### config.mk
export PLATFORM = sky130hd
export DESIGN_NAME = string_literal_unescaper_top
export DESIGN_NICKNAME = d
export VERILOG_FILES = /design/src/hw/rtl/slu_pkg.sv /design/src/hw/rtl/slu_step.sv /design/src/hw/rtl/slu_fifo.sv /design/src/hw/rtl/string_literal_unescaper_top.sv
export VERILOG_INCLUDE_DIRS = /design/src /design/src/hw/rtl
export SDC_FILE = /design/constraint.sdc
export NUM_CORES = 1
export LEC_CHECK = 0
export ABC_AREA = 1
export BUFFER_PORTS_ARGS = -buffer_cell sky130_fd_sc_hd__buf_2
export CORE_UTILIZATION = 40
export CTS_CLUSTER_SIZE = 25
export DETAILED_ROUTE_END_ITERATION = 12
export PLACE_DENSITY = 0.58
export SETUP_SLACK_MARGIN = 0.1
export SLEW_MARGIN = 10
export SYNTH_ARGS = -nofsm -noshare
export SYNTH_HDL_FRONTEND = slang
export SYNTH_HIERARCHICAL = 1
export SYNTH_SLANG_ARGS = --single-unit
### constraint.sdc
create_clock -name clk -period 4.4 [get_ports clk]
set_input_delay 0.88 -clock clk [delete_from_list [all_inputs] [get_ports clk]]
set_output_delay 0.88 -clock clk [all_outputs]
set_load 0.02 [all_outputs]
### src/hw/rtl/string_literal_unescaper_top_defines.svh
// Assertion macros shared by the string literal unescaper RTL.
// Needs a clock named clk and an active-low reset named rst_n in scope.
`ifndef STRING_LITERAL_UNESCAPER_TOP_DEFINES_SVH
`define STRING_LITERAL_UNESCAPER_TOP_DEFINES_SVH

// Same-cycle implication checked at every clock edge outside reset.
`define SLU_ASSERT_NOW(label, pre, post, msg) \
  label: assert property (@(posedge clk) disable iff (!rst_n) (pre) |-> (post)) \
    else $error(msg);

// Next-cycle implication checked at every clock edge outside reset.
`define SLU_ASSERT_NEXT(label, pre, post, msg) \
  label: assert property (@(posedge clk) disable iff (!rst_n) (pre) |=> (post)) \
    else $error(msg);

`endif

### src/hw/rtl/slu_pkg.sv
// Types, codes and helper functions of the string literal unescaper.
// No dependencies; used by slu_step, slu_fifo and the top level.
package slu_pkg;

  typedef enum logic [6:0] {
    PH_OPEN  = 7'b0000001,
    PH_PLAIN = 7'b0000010,
    PH_BSL   = 7'b0000100,
    PH_X     = 7'b0001000,
    PH_HEX1  = 7'b0010000,
    PH_COPY  = 7'b0100000,
    PH_ERR   = 7'b1000000
  } slu_phase_t;

  localparam logic [1:0] ST_OK   = 2'd0;
  localparam logic [1:0] ST_CUT  = 2'd1;
  localparam logic [1:0] ST_CTRL = 2'd2;

  localparam logic [7:0] CH_BSL   = 8'h5C;
  localparam logic [7:0] CH_DQUOT = 8'h22;
  localparam logic [7:0] CH_SQUOT = 8'h27;
  localparam logic [7:0] CH_X     = 8'h78;
  localparam logic [7:0] CH_N     = 8'h6E;
  localparam logic [7:0] CH_R     = 8'h72;
  localparam logic [7:0] CH_B     = 8'h62;
  localparam logic [7:0] CH_T     = 8'h74;
  localparam logic [7:0] CH_A     = 8'h61;
  localparam logic [7:0] CH_TAB   = 8'h09;
  localparam logic [7:0] CH_LF    = 8'h0A;
  localparam logic [7:0] CH_BEL   = 8'h07;
  localparam logic [7:0] CH_CR    = 8'h0D;
  localparam logic [7:0] CH_BS    = 8'h08;
  localparam logic [7:0] HEX_BAD  = 8'hFF;

  typedef struct packed {
    slu_phase_t phase;
    logic [1:0] copy_left;
    logic [3:0] high_nibble;
  } slu_state_t;

  typedef struct packed {
    logic [7:0] out_byte;
    logic       has_byte;
    logic       end_of_string;
    logic [1:0] status;
    logic       run_end;
  } slu_result_t;

  // Value of one hex digit, or all ones for anything else.
  function automatic logic [7:0] hex_val(input logic [7:0] c);
    logic [7:0] v;
    if (c >= 8'h30 && c <= 8'h39) begin
      v = c - 8'h30;
    end else if (c >= 8'h61 && c <= 8'h66) begin
      v = c - 8'h57;
    end else if (c >= 8'h41 && c <= 8'h46) begin
      v = c - 8'h37;
    end else begin
      v = HEX_BAD;
    end
    return v;
  endfunction

endpackage

### src/hw/rtl/slu_step.sv
// Combinational step of the unescaper: one byte and the current state in,
// next state and up to two results out. Depends on slu_pkg.
module slu_step
  import slu_pkg::*;
(
  input  slu_state_t  cur,
  input  logic [7:0]  byte_in,
  input  logic        last_in,
  output slu_state_t  nxt,
  output slu_result_t res0,
  output slu_result_t res1,
  output logic [1:0]  res_n
);

  function automatic slu_result_t data_res(input logic [7:0] b);
    slu_result_t r;
    r.out_byte      = b;
    r.has_byte      = 1'b1;
    r.end_of_string = 1'b0;
    r.status        = ST_OK;
    r.run_end       = 1'b0;
    return r;
  endfunction

  logic [7:0] hv;

  always_comb begin
    hv    = hex_val(byte_in);
    nxt   = cur;
    res0  = '0;
    res1  = '0;
    res_n = 2'd0;
    if (last_in) begin
      // Closing byte: one end-of-string result, state back to reset.
      res0.end_of_string = 1'b1;
      if (cur.phase == PH_BSL || cur.phase == PH_X || cur.phase == PH_HEX1) begin
        res0.status = ST_CUT;
      end else if (cur.phase == PH_ERR) begin
        res0.status = ST_CTRL;
      end else begin
        res0.status = ST_OK;
      end
      res_n           = 2'd1;
      nxt.phase       = PH_OPEN;
      nxt.copy_left   = 2'd0;
      nxt.high_nibble = 4'd0;
    end else begin
      case (cur.phase)
        PH_PLAIN: begin
          if (byte_in == CH_BSL) begin
            nxt.phase = PH_BSL;
          end else if (byte_in == CH_TAB || byte_in == CH_LF ||
                       byte_in == CH_BEL || byte_in == CH_CR) begin
            nxt.phase = PH_ERR;
          end else begin
            res0  = data_res(byte_in);
            res_n = 2'd1;
            if ((byte_in & 8'hE0) == 8'hC0) begin
              nxt.copy_left = 2'd1;
            end else if ((byte_in & 8'hF0) == 8'hE0) begin
              nxt.copy_left = 2'd2;
            end else if ((byte_in & 8'hF8) == 8'hF0) begin
              nxt.copy_left = 2'd3;
            end else begin
              nxt.copy_left = 2'd0;
            end
            if (nxt.copy_left != 2'd0) begin
              nxt.phase = PH_COPY;
            end
          end
        end
        PH_BSL: begin
          nxt.phase = PH_PLAIN;
          res_n     = 2'd1;
          case (byte_in)
            CH_N:     res0 = data_res(CH_LF);
            CH_R:     res0 = data_res(CH_CR);
            CH_B:     res0 = data_res(CH_BS);
            CH_T:     res0 = data_res(CH_TAB);
            CH_A:     res0 = data_res(CH_BEL);
            CH_DQUOT: res0 = data_res(CH_DQUOT);
            CH_SQUOT: res0 = data_res(CH_SQUOT);
            CH_BSL:   res0 = data_res(CH_BSL);
            CH_X: begin
              nxt.phase = PH_X;
              res_n     = 2'd0;
            end
            default: begin
              // Unknown escape passes through as backslash plus character.
              res0  = data_res(CH_BSL);
              res1  = data_res(byte_in);
              res_n = 2'd2;
            end
          endcase
        end
        PH_X: begin
          nxt.high_nibble = hv[3:0];
          nxt.phase       = PH_HEX1;
        end
        PH_HEX1: begin
          res0            = data_res({cur.high_nibble, 4'd0} | hv);
          res_n           = 2'd1;
          nxt.high_nibble = 4'd0;
          nxt.phase       = PH_PLAIN;
        end
        PH_COPY: begin
          res0          = data_res(byte_in);
          res_n         = 2'd1;
          nxt.copy_left = cur.copy_left - 2'd1;
          if (nxt.copy_left == 2'd0) begin
            nxt.phase = PH_PLAIN;
          end
        end
        PH_ERR: begin
          nxt = cur;
        end
        default: begin
          // Opening byte is swallowed.
          nxt.phase = PH_PLAIN;
        end
      endcase
    end
    if (res_n == 2'd1) begin
      res0.run_end = 1'b1;
    end
    if (res_n == 2'd2) begin
      res1.run_end = 1'b1;
    end
  end

endmodule

### src/hw/rtl/slu_fifo.sv
// Result queue of the unescaper: takes zero, one or two results a cycle
// and presents one at a time from a registered store. Depends on slu_pkg.
module slu_fifo
  import slu_pkg::*;
#(
  parameter int DEPTH = 4
) (
  input  logic                       clk,
  input  logic                       rst_n,
  input  logic [1:0]                 push_n,
  input  slu_result_t                push0,
  input  slu_result_t                push1,
  input  logic                       pop,
  output logic                       head_valid,
  output slu_result_t                head,
  output logic [$clog2(DEPTH+1)-1:0] count
);

  localparam int IDX_W = $clog2(DEPTH);
  localparam int CNT_W = $clog2(DEPTH + 1);
  localparam logic [IDX_W-1:0] LAST_IDX = IDX_W'(DEPTH - 1);

  function automatic logic [IDX_W-1:0] wrap_inc(input logic [IDX_W-1:0] p);
    return (p == LAST_IDX) ? '0 : p + 1'b1;
  endfunction

  slu_result_t      mem [DEPTH];
  logic [IDX_W-1:0] wr_ptr_r, wr_ptr_nxt, rd_ptr_r, rd_ptr_nxt, wr_ptr_p1;
  logic [CNT_W-1:0] cnt_r, cnt_nxt;

  assign wr_ptr_p1 = wrap_inc(wr_ptr_r);

  always_comb begin
    rd_ptr_nxt = pop ? wrap_inc(rd_ptr_r) : rd_ptr_r;
    case (push_n)
      2'd1:    wr_ptr_nxt = wr_ptr_p1;
      2'd2:    wr_ptr_nxt = wrap_inc(wr_ptr_p1);
      default: wr_ptr_nxt = wr_ptr_r;
    endcase
    cnt_nxt = cnt_r + CNT_W'(push_n) - CNT_W'(pop);
  end

  always_ff @(posedge clk) begin
    if (!rst_n) begin
      wr_ptr_r <= '0;
      rd_ptr_r <= '0;
      cnt_r    <= '0;
    end else begin
      wr_ptr_r <= wr_ptr_nxt;
      rd_ptr_r <= rd_ptr_nxt;
      cnt_r    <= cnt_nxt;
    end
  end

  always_ff @(posedge clk) begin
    if (push_n != 2'd0) begin
      mem[wr_ptr_r] <= push0;
    end
    if (push_n == 2'd2) begin
      mem[wr_ptr_p1] <= push1;
    end
  end

  assign head_valid = (cnt_r != '0);
  assign head       = mem[rd_ptr_r];
  assign count      = cnt_r;

endmodule

### src/hw/rtl/string_literal_unescaper_top.sv
// Top level of the string literal unescaper: input register, step logic
// and result queue. Depends on slu_pkg, slu_step, slu_fifo and the defines.
//
// Usage. A quoted literal enters on the in_ stream one byte per request,
// in_tdata carrying the byte and in_tlast marking the closing quote. The
// opening and closing bytes are dropped, escapes are expanded, and each
// resulting byte leaves on the out_ stream as one request. The closing
// byte produces a final request with out_tlast high, no data byte, and the
// literal's status in out_tuser.
// An accepted byte waits in the input register, then passes through the
// step logic into the result queue, whose head drives the out_ stream.
// Throughput is one input byte per cycle while the result queue has room;
// an unknown escape yields two results, which the single output port of
// the result queue presents one at a time.
// Input readiness depends only on registered state (input register and
// queue fill), so there is no combinational path from out_tready to
// in_tready. When the receiver stalls, the queue fills and then the input
// stalls; nothing is lost or repeated.
// Reset (rst_n low, synchronous) empties the input register and queue and
// returns the parser to waiting for an opening quote.
`include "string_literal_unescaper_top_defines.svh"

module string_literal_unescaper_top
  import slu_pkg::*;
#(
  parameter int FIFO_DEPTH = 4
) (
  input  logic       clk,
  input  logic       rst_n,
  input  logic       in_tvalid,
  output logic       in_tready,
  input  logic [7:0] in_tdata,   // [7:0] in_byte
  input  logic       in_tlast,   // is_last
  output logic       out_tvalid,
  input  logic       out_tready,
  output logic [7:0] out_tdata,  // [7:0] out_byte
  output logic [3:0] out_tuser,  // [0] has_byte, [2:1] status, [3] run_end
  output logic       out_tlast   // end_of_string
);

  localparam int CNT_W = $clog2(FIFO_DEPTH + 1);
  localparam logic [CNT_W-1:0] DEPTH_C = CNT_W'(FIFO_DEPTH);

  // Input register holding the accepted byte until the queue has room.
  logic       in_v_r;
  logic [7:0] in_byte_r;
  logic       in_last_r;

  slu_state_t  state_r, state_nxt;
  slu_result_t res0, res1, head;
  logic [1:0]  res_n;
  logic [CNT_W-1:0] fifo_cnt, fifo_free;
  logic        consume, head_valid, pop;

  slu_step u_step (
    .cur     (state_r),
    .byte_in (in_byte_r),
    .last_in (in_last_r),
    .nxt     (state_nxt),
    .res0    (res0),
    .res1    (res1),
    .res_n   (res_n)
  );

  // The held byte is processed once the queue can take all its results.
  assign fifo_free = DEPTH_C - fifo_cnt;
  assign consume   = in_v_r && (fifo_free >= CNT_W'(res_n));
  assign in_tready = !in_v_r || consume;
  assign pop       = head_valid && out_tready;

  always_ff @(posedge clk) begin
    if (!rst_n) begin
      in_v_r  <= 1'b0;
      state_r <= '{phase: PH_OPEN, copy_left: 2'd0, high_nibble: 4'd0};
    end else begin
      if (in_tready) begin
        in_v_r <= in_tvalid;
      end
      if (consume) begin
        state_r <= state_nxt;
      end
    end
  end

  always_ff @(posedge clk) begin
    if (in_tvalid && in_tready) begin
      in_byte_r <= in_tdata;
      in_last_r <= in_tlast;
    end
  end

  slu_fifo #(
    .DEPTH (FIFO_DEPTH)
  ) u_fifo (
    .clk        (clk),
    .rst_n      (rst_n),
    .push_n     (consume ? res_n : 2'd0),
    .push0      (res0),
    .push1      (res1),
    .pop        (pop),
    .head_valid (head_valid),
    .head       (head),
    .count      (fifo_cnt)
  );

  assign out_tvalid = head_valid;
  assign out_tdata  = head.out_byte;
  assign out_tuser  = {head.run_end, head.status, head.has_byte};
  assign out_tlast  = head.end_of_string;

  `SLU_ASSERT_NOW(a_status_only_at_end, out_tvalid && !out_tlast, out_tuser[2:1] == ST_OK, "error status on a data result")
  `SLU_ASSERT_NOW(a_end_closes_run, out_tvalid && out_tlast, out_tuser[3] && !out_tuser[0], "end-of-string result must close its run and carry no byte")
  `SLU_ASSERT_NOW(a_queue_bound, 1'b1, fifo_cnt <= DEPTH_C, "result queue over capacity")
  `SLU_ASSERT_NEXT(a_last_rearms, consume && in_last_r, state_r.phase == PH_OPEN, "parser not rearmed after closing byte")

endmodule
After elaboration in Yosys (flattened, before gate mapping):

Memories as Yosys holds them, arrays and structs flattened. A register that Yosys moved wholly into a read port is not among the register bits.
Cells that the tools add are included.

* memory bits (writable): 52
* logic and storage cells: 139
* memories: 1
* register bits after elaboration: 30

Memory list
* u_fifo.mem: words 4, width 13, read ports 1, clocked after memory_dff 1, wr ports 2, line slu_fifo.sv:27 `slu_result_t mem [DEPTH];`

* $lt $le $gt $ge: 7
* bitwise logic cells: 1
* $add $sub $neg: 10
* reduce and logical (&&, ||, !) cells: 26
* eq/ne operators: 34
* muxes and demuxes: 51

Operators by type and width (count)
* $pmux W12 S8: 1
* $mux W13: 6
* $eq A8 B7 Y1 const B: 7
* $pmux W13 S4: 1
* $mux W2: 19
* $pmux W7 S5: 1
* $mux W7: 4
* $eq A8 B4 Y1 const B: 3
* $mux W8: 3
* $eq A8 B6 Y1 const B: 2
* $ge A8 B7 Y1 const B: 2
* $le A8 B7 Y1 const B: 2
* $sub A8 B6 Y8 const B: 2
* $pmux W2 S2: 3
* $eq A2 B2 Y1 const B: 5
* $mux W9: 1
* $reduce_bool A3 Y1: 3
* $reduce_or A9 Y1: 1
* $eq A8 B3 Y1 const B: 1
* $ge A8 B6 Y1 const B: 1
* $le A8 B6 Y1 const B: 1
* $mux W1: 8
* $or A8 B8 Y8: 1
* $pmux W4 S2: 1
* other kinds (33): 50

Depth between registers and ports, before layout:

* depth after elaboration: 14
* gate-level depth with buffers: 26
* mapped depth without buffers: 24

By module:

Netlist, hierarchy kept.

By module, submodules not included
* slu_fifo: times used 1, area an instance 3291.9 µm², seq. area each 1741.7 µm², cells each 328
* slu_step: times used 1, area an instance 1707.9 µm², seq. area each 0.0 µm², cells each 334
* string_literal_unescaper_top: times used 1, area an instance 1044.8 µm², seq. area each 550.5 µm², cells each 116

Worst setup path after synthesis:

No wires, ideal clock.

* kind: register -> register
* from: reg in_byte_r[4]
* to: mem u_fifo/mem[1][0] (netlist bit) (enable)
* required time: 3.999 ns
* arrival time: 3.658 ns
* buffers on the path: 0
* library setup time: 0.401 ns
* path slack: 0.341 ns
* stages on the path, launching flop included: 21
* cells stage by stage: edfxtp_1 inv_1 ha_1 nand2_1 nor2_2 nand3_1 nand2_1 nor2_4 nand2_2 o21ai_0 nand4_1 ha_1 inv_1 nand2_1 nand2_1 nand3_4 nand2_1 nor2_1 inv_1 ha_1 o21ai_0

RTL lines
* from (decl): line string_literal_unescaper_top.sv:46 `logic [7:0] in_byte_r;`
* from (signal assigned): line string_literal_unescaper_top.sv:87 `in_byte_r <= in_tdata;`
* to (decl): line slu_fifo.sv:27

Worst setup path after layout:

* from: reg in_byte_r[4]
* to: out in_tready

* word-level cells in the longest chain between the ends: 11
* elaborated cells between the ends (all ways): 25

Ends and longest elaborated chain
* $eq A8 B4 Y1: line slu_step.sv:52 `end else if (byte_in == CH_TAB || byte_in == CH_LF ||`
* $logic_or A1 B1 Y1 (2 in series): line slu_step.sv:52
* $logic_or A1 B1 Y1: line slu_step.sv:53 `byte_in == CH_BEL || byte_in == CH_CR) begin`
* $mux W1: line slu_step.sv:52
* $mux W2: line slu_step.sv:50 `if (byte_in == CH_BSL) begin`
* $pmux W2 S3 *: line slu_step.sv:48 `case (cur.phase)`
* $mux W2 *: line slu_step.sv:33 `if (last_in) begin`
* net res_n[0]: line string_literal_unescaper_top.sv:51 `logic [1:0] res_n;`
* $ge A3 B2 Y1 *: line string_literal_unescaper_top.sv:67 `assign consume = in_v_r && (fifo_free >= CNT_W'(res_n));`
* $logic_and A1 B1 Y1 *: line string_literal_unescaper_top.sv:67
* $logic_or A1 B1 Y1 *: line string_literal_unescaper_top.sv:68 `assign in_tready = !in_v_r || consume;`
* to (decl): line string_literal_unescaper_top.sv:31 `output logic in_tready,`

The timed path passes the listed nets; every way through them passes the cells marked *.

==> impl_metrics.yaml <==
logic_synthesis:
  synth_warnings: 6
  synth_cell_types: 49
  synth.yosys.seq_area_share_pct: 37.92
  synth_top_area_share_pct: 30.30
  synthArstFlopShare_pct: 0
  syn_area_um2: 6045
  synth.avg_cell_area_um2: 7.769
  synth_top_cells_by_count: "181 x nand2_1, 109 x inv_1, 81 x nor2_1"
  synth_area_leaders: "edfxtp_1 30%, nand2_1 11%, dfxtp_1 7.6%"
  ys_seq_elements: 84
  yosysTopAreaCell: "edfxtp_1"
  synth.most_common_cell: "nand2_1"
  synth_flop_cell: "edfxtp_1"
  synth_edf_count: 61
  synthCells: 778
global_routing:
  antenna_found_initial: 0
  grt_first_pass_wirelength_mm: 24.01
  grtUsageTotal_pct: 19.71
  grt_max_degree: 28
  grt_pass1_vias: 4766
  grt_overflow: 0
worst_setup_path:
  r2r-start: "in_byte_r[4]"
  worstSetupPathType: "flip-flop to output pin"
  r2r_setup_slack_ns: 0.51
  cp_slowest_cell: "edfxtp_1"
  worstSetupStartpointType: "flip-flop"
  cp-end-kind: "output pin"
  arrival_ns: 3.10
  r2r_end: "u_fifo/mem[2][12]"
  crit_required_ns: 3.52
  cp_common_cell: "nand2_1"
  reg2reg_depth: 22
  cpLargestDelayFamily: "simple AND/OR/NAND/NOR gates"
  crit_fanout: 6
  crit_chain: "buf_4 > ha_1 > inv_1 > nor2_2 > nand2_1 > nand2_1 > nor2_4 > nand2_2 > o21ai_1 > nand4_1 > ha_1 > inv_1 > nand2_1 > nand2_1 > nand4_1 > buf_4"
  slowest_delay_ns: 0.47
  path_buf_inv: 4
worst_hold_path:
  min_path_type: "flip-flop to flip-flop"
  hold_end: "state_r[10]"
  hold_start: "state_r[10]"
  worstHoldPathCells: 2
floorplanning:
  row_count: 44
  die_height_um: 124.9
  core_um2: 14640
  ios: 28
  start_util_pct: 41.28
  dieArea_um2: 15610
  die_w_um: 124.9
clock_network:
  cts_hold_buf: 0
  cts_tree: "yes"
  cts.htree.levels: 3
  cts_root_buffer: "clkbuf_16"
  cts-buffers-inserted: 9
  clk_pin_slew_worst_paths_ns: 0.06
  clock_latency_ns: 0.36
  clock_sinks: 84
  cts_buffer_depth: 2
sta:
  setup_slack_ns: 0.4249
  tns_ns: 0
  final_hold_viol_count: 0
  fin_crit_sh_pct: 90.34
  setup_viol: 0
  rsz0062_at_grt: "false"
  finalClockSkew_ns: 0.005460
  slew_headroom_pct: 38.35
  worst_slew_pin_slew_ns: 0.9235
  layout_min_cycle_time_ns: 3.975
  slew_viol_final: 0
  fmax_ghz: 0.2516
routing:
  drt_iter0_markers: 391
  drc: 4
  vias: 5048
  wirelength_mm: 14.67
  drt-vias-per-instance: 5.104
  drtAntennaViolNets: 0
  avgRoutedWirePerCell_um: 14.84
  first_pass_iters: 9
final_layout:
  syn_to_final_growth_pct: 8.301
  seqCellArea_um2: 2292
  utilization_pct: 44.70
  antennaDiodeCount: 0
  nNetsFinal: 838
  design_area_um2: 6546
  multi_input_area_um2: 2985
  fillers: 1489
  drive_gt1_share_pct: 18.39
place:
  place_area_um2: 6248
  place_congestion: 0.9426
  dp_slack_ns: 0.4077
  place.detailed.hpwl_mm: 10.71
  port_buffers: 27
power:
  p_leak_nw: 2.828
  ir_drop_v: 0.0002179
  p_per_area_nw_per_um2: 429.9
outcome:
  outcome: "complete, but fails checks"
  violations: "design-rule violations"
flow_run:
  drv_cap: 0
layer usage:
layer,vias to the layer above,track usage (%),share of wire [%]
met5,-,0,0
met3,28,3.851,4.5
met4,0,7.891,2.6
li1,2574,-,-
met1,2308,24.93,45
met2,138,33.15,48
worst max path at each step:
stage	start	endpoint	slack (ns)	depth (start not counted)
floorplan	in_byte_r[4]	u_fifo/mem[1][0]	0.34	20
global placement	in_byte_r[4]	u_fifo/mem[2][11]	0.55	22
detailed placement	in_byte_r[4]	u_fifo/mem[2][9]	0.41	22
CTS	in_byte_r[4]	in_tready	0.30	16
global route	in_byte_r[4]	in_tready	0.13	16
finish	in_byte_r[4]	in_tready	0.42	16
power breakdown:
group / switching [W] / total (W) / internal (W)
clock: 0.000341 / 0.000731 / 0.000390
sequential: 0.000101 / 0.00104 / 0.000940
combinational: 0.000674 / 0.00104 / 0.000368
final cells by class:
cell class / instances / area share [%]
multi-input combinational: 545 / 45.60
clock inverter: 7 / 0.9557
tap: 184 / 3.517
clock buffer: 9 / 3.440
timing repair buffer: 46 / 4.855
sequential: 84 / 35.02
inverter: 114 / 6.613
sequential cells by signal (all words and copies together), names as in the netlist, named ones only:
register and flops:
u_fifo/mem 52, u_fifo/rd_ptr_r 2, in_last_r 1, in_byte_r 8, in_v_r 1, state_r 13, u_fifo/count 3, u_fifo/wr_ptr_r 2
worst min-delay path, stage by stage (launching register included):
cell     delay, ns
dfxtp_1       0.33
a21oi_1       0.04
nor2_1        0.08
kinds of logic after synthesis:
kind of cell / count (synthesis) / share of synthesized area (%)
other: 1 / 0.06204
AND/OR/NAND/NOR: 364 / 27.37
AO/OA/AOI/OAI: 152 / 16.39
buffers and inverters: 151 / 12.81
XOR/XNOR: 1 / 0.1449
adder cells (fa/ha/maj): 25 / 5.299
flip-flops: 84 / 37.92
placed cells by master, fill, tap and decap left out, types with 9 or more instances in the layout:
cell type / instances
nand2_1: 181
inv_1: 109
nor2_1: 81
edfxtp_1: 61
nand3_1: 46
o21ai_2: 43
o21ai_0: 38
buf_2: 26
a21oi_1: 25
ha_1: 24
dfxtp_1: 23
buf_4: 17
o21ai_1: 16
o22ai_1: 13
nand4_1: 11
clkbuf_16: 9
per-stage QoR:
step,cells,hold WS (ns),total power (W)
floorplan,780,0.4516,0.001881
CTS,988,0.4913,0.002834
global placement,972,0.4712,0.002079
global route,989,0.5115,0.003008
detailed placement,972,0.4749,0.002100
finish,989,0.4859,0.002814
timing repair:
item / in CTS / in global routing
endpoints found under the hold margin: 0 / 0
gates resized for setup: 0 / 2
setup buffers: 0 / 1
endpoints found under the setup margin: 0 / 75
Power figures use the tool's default switching activity.
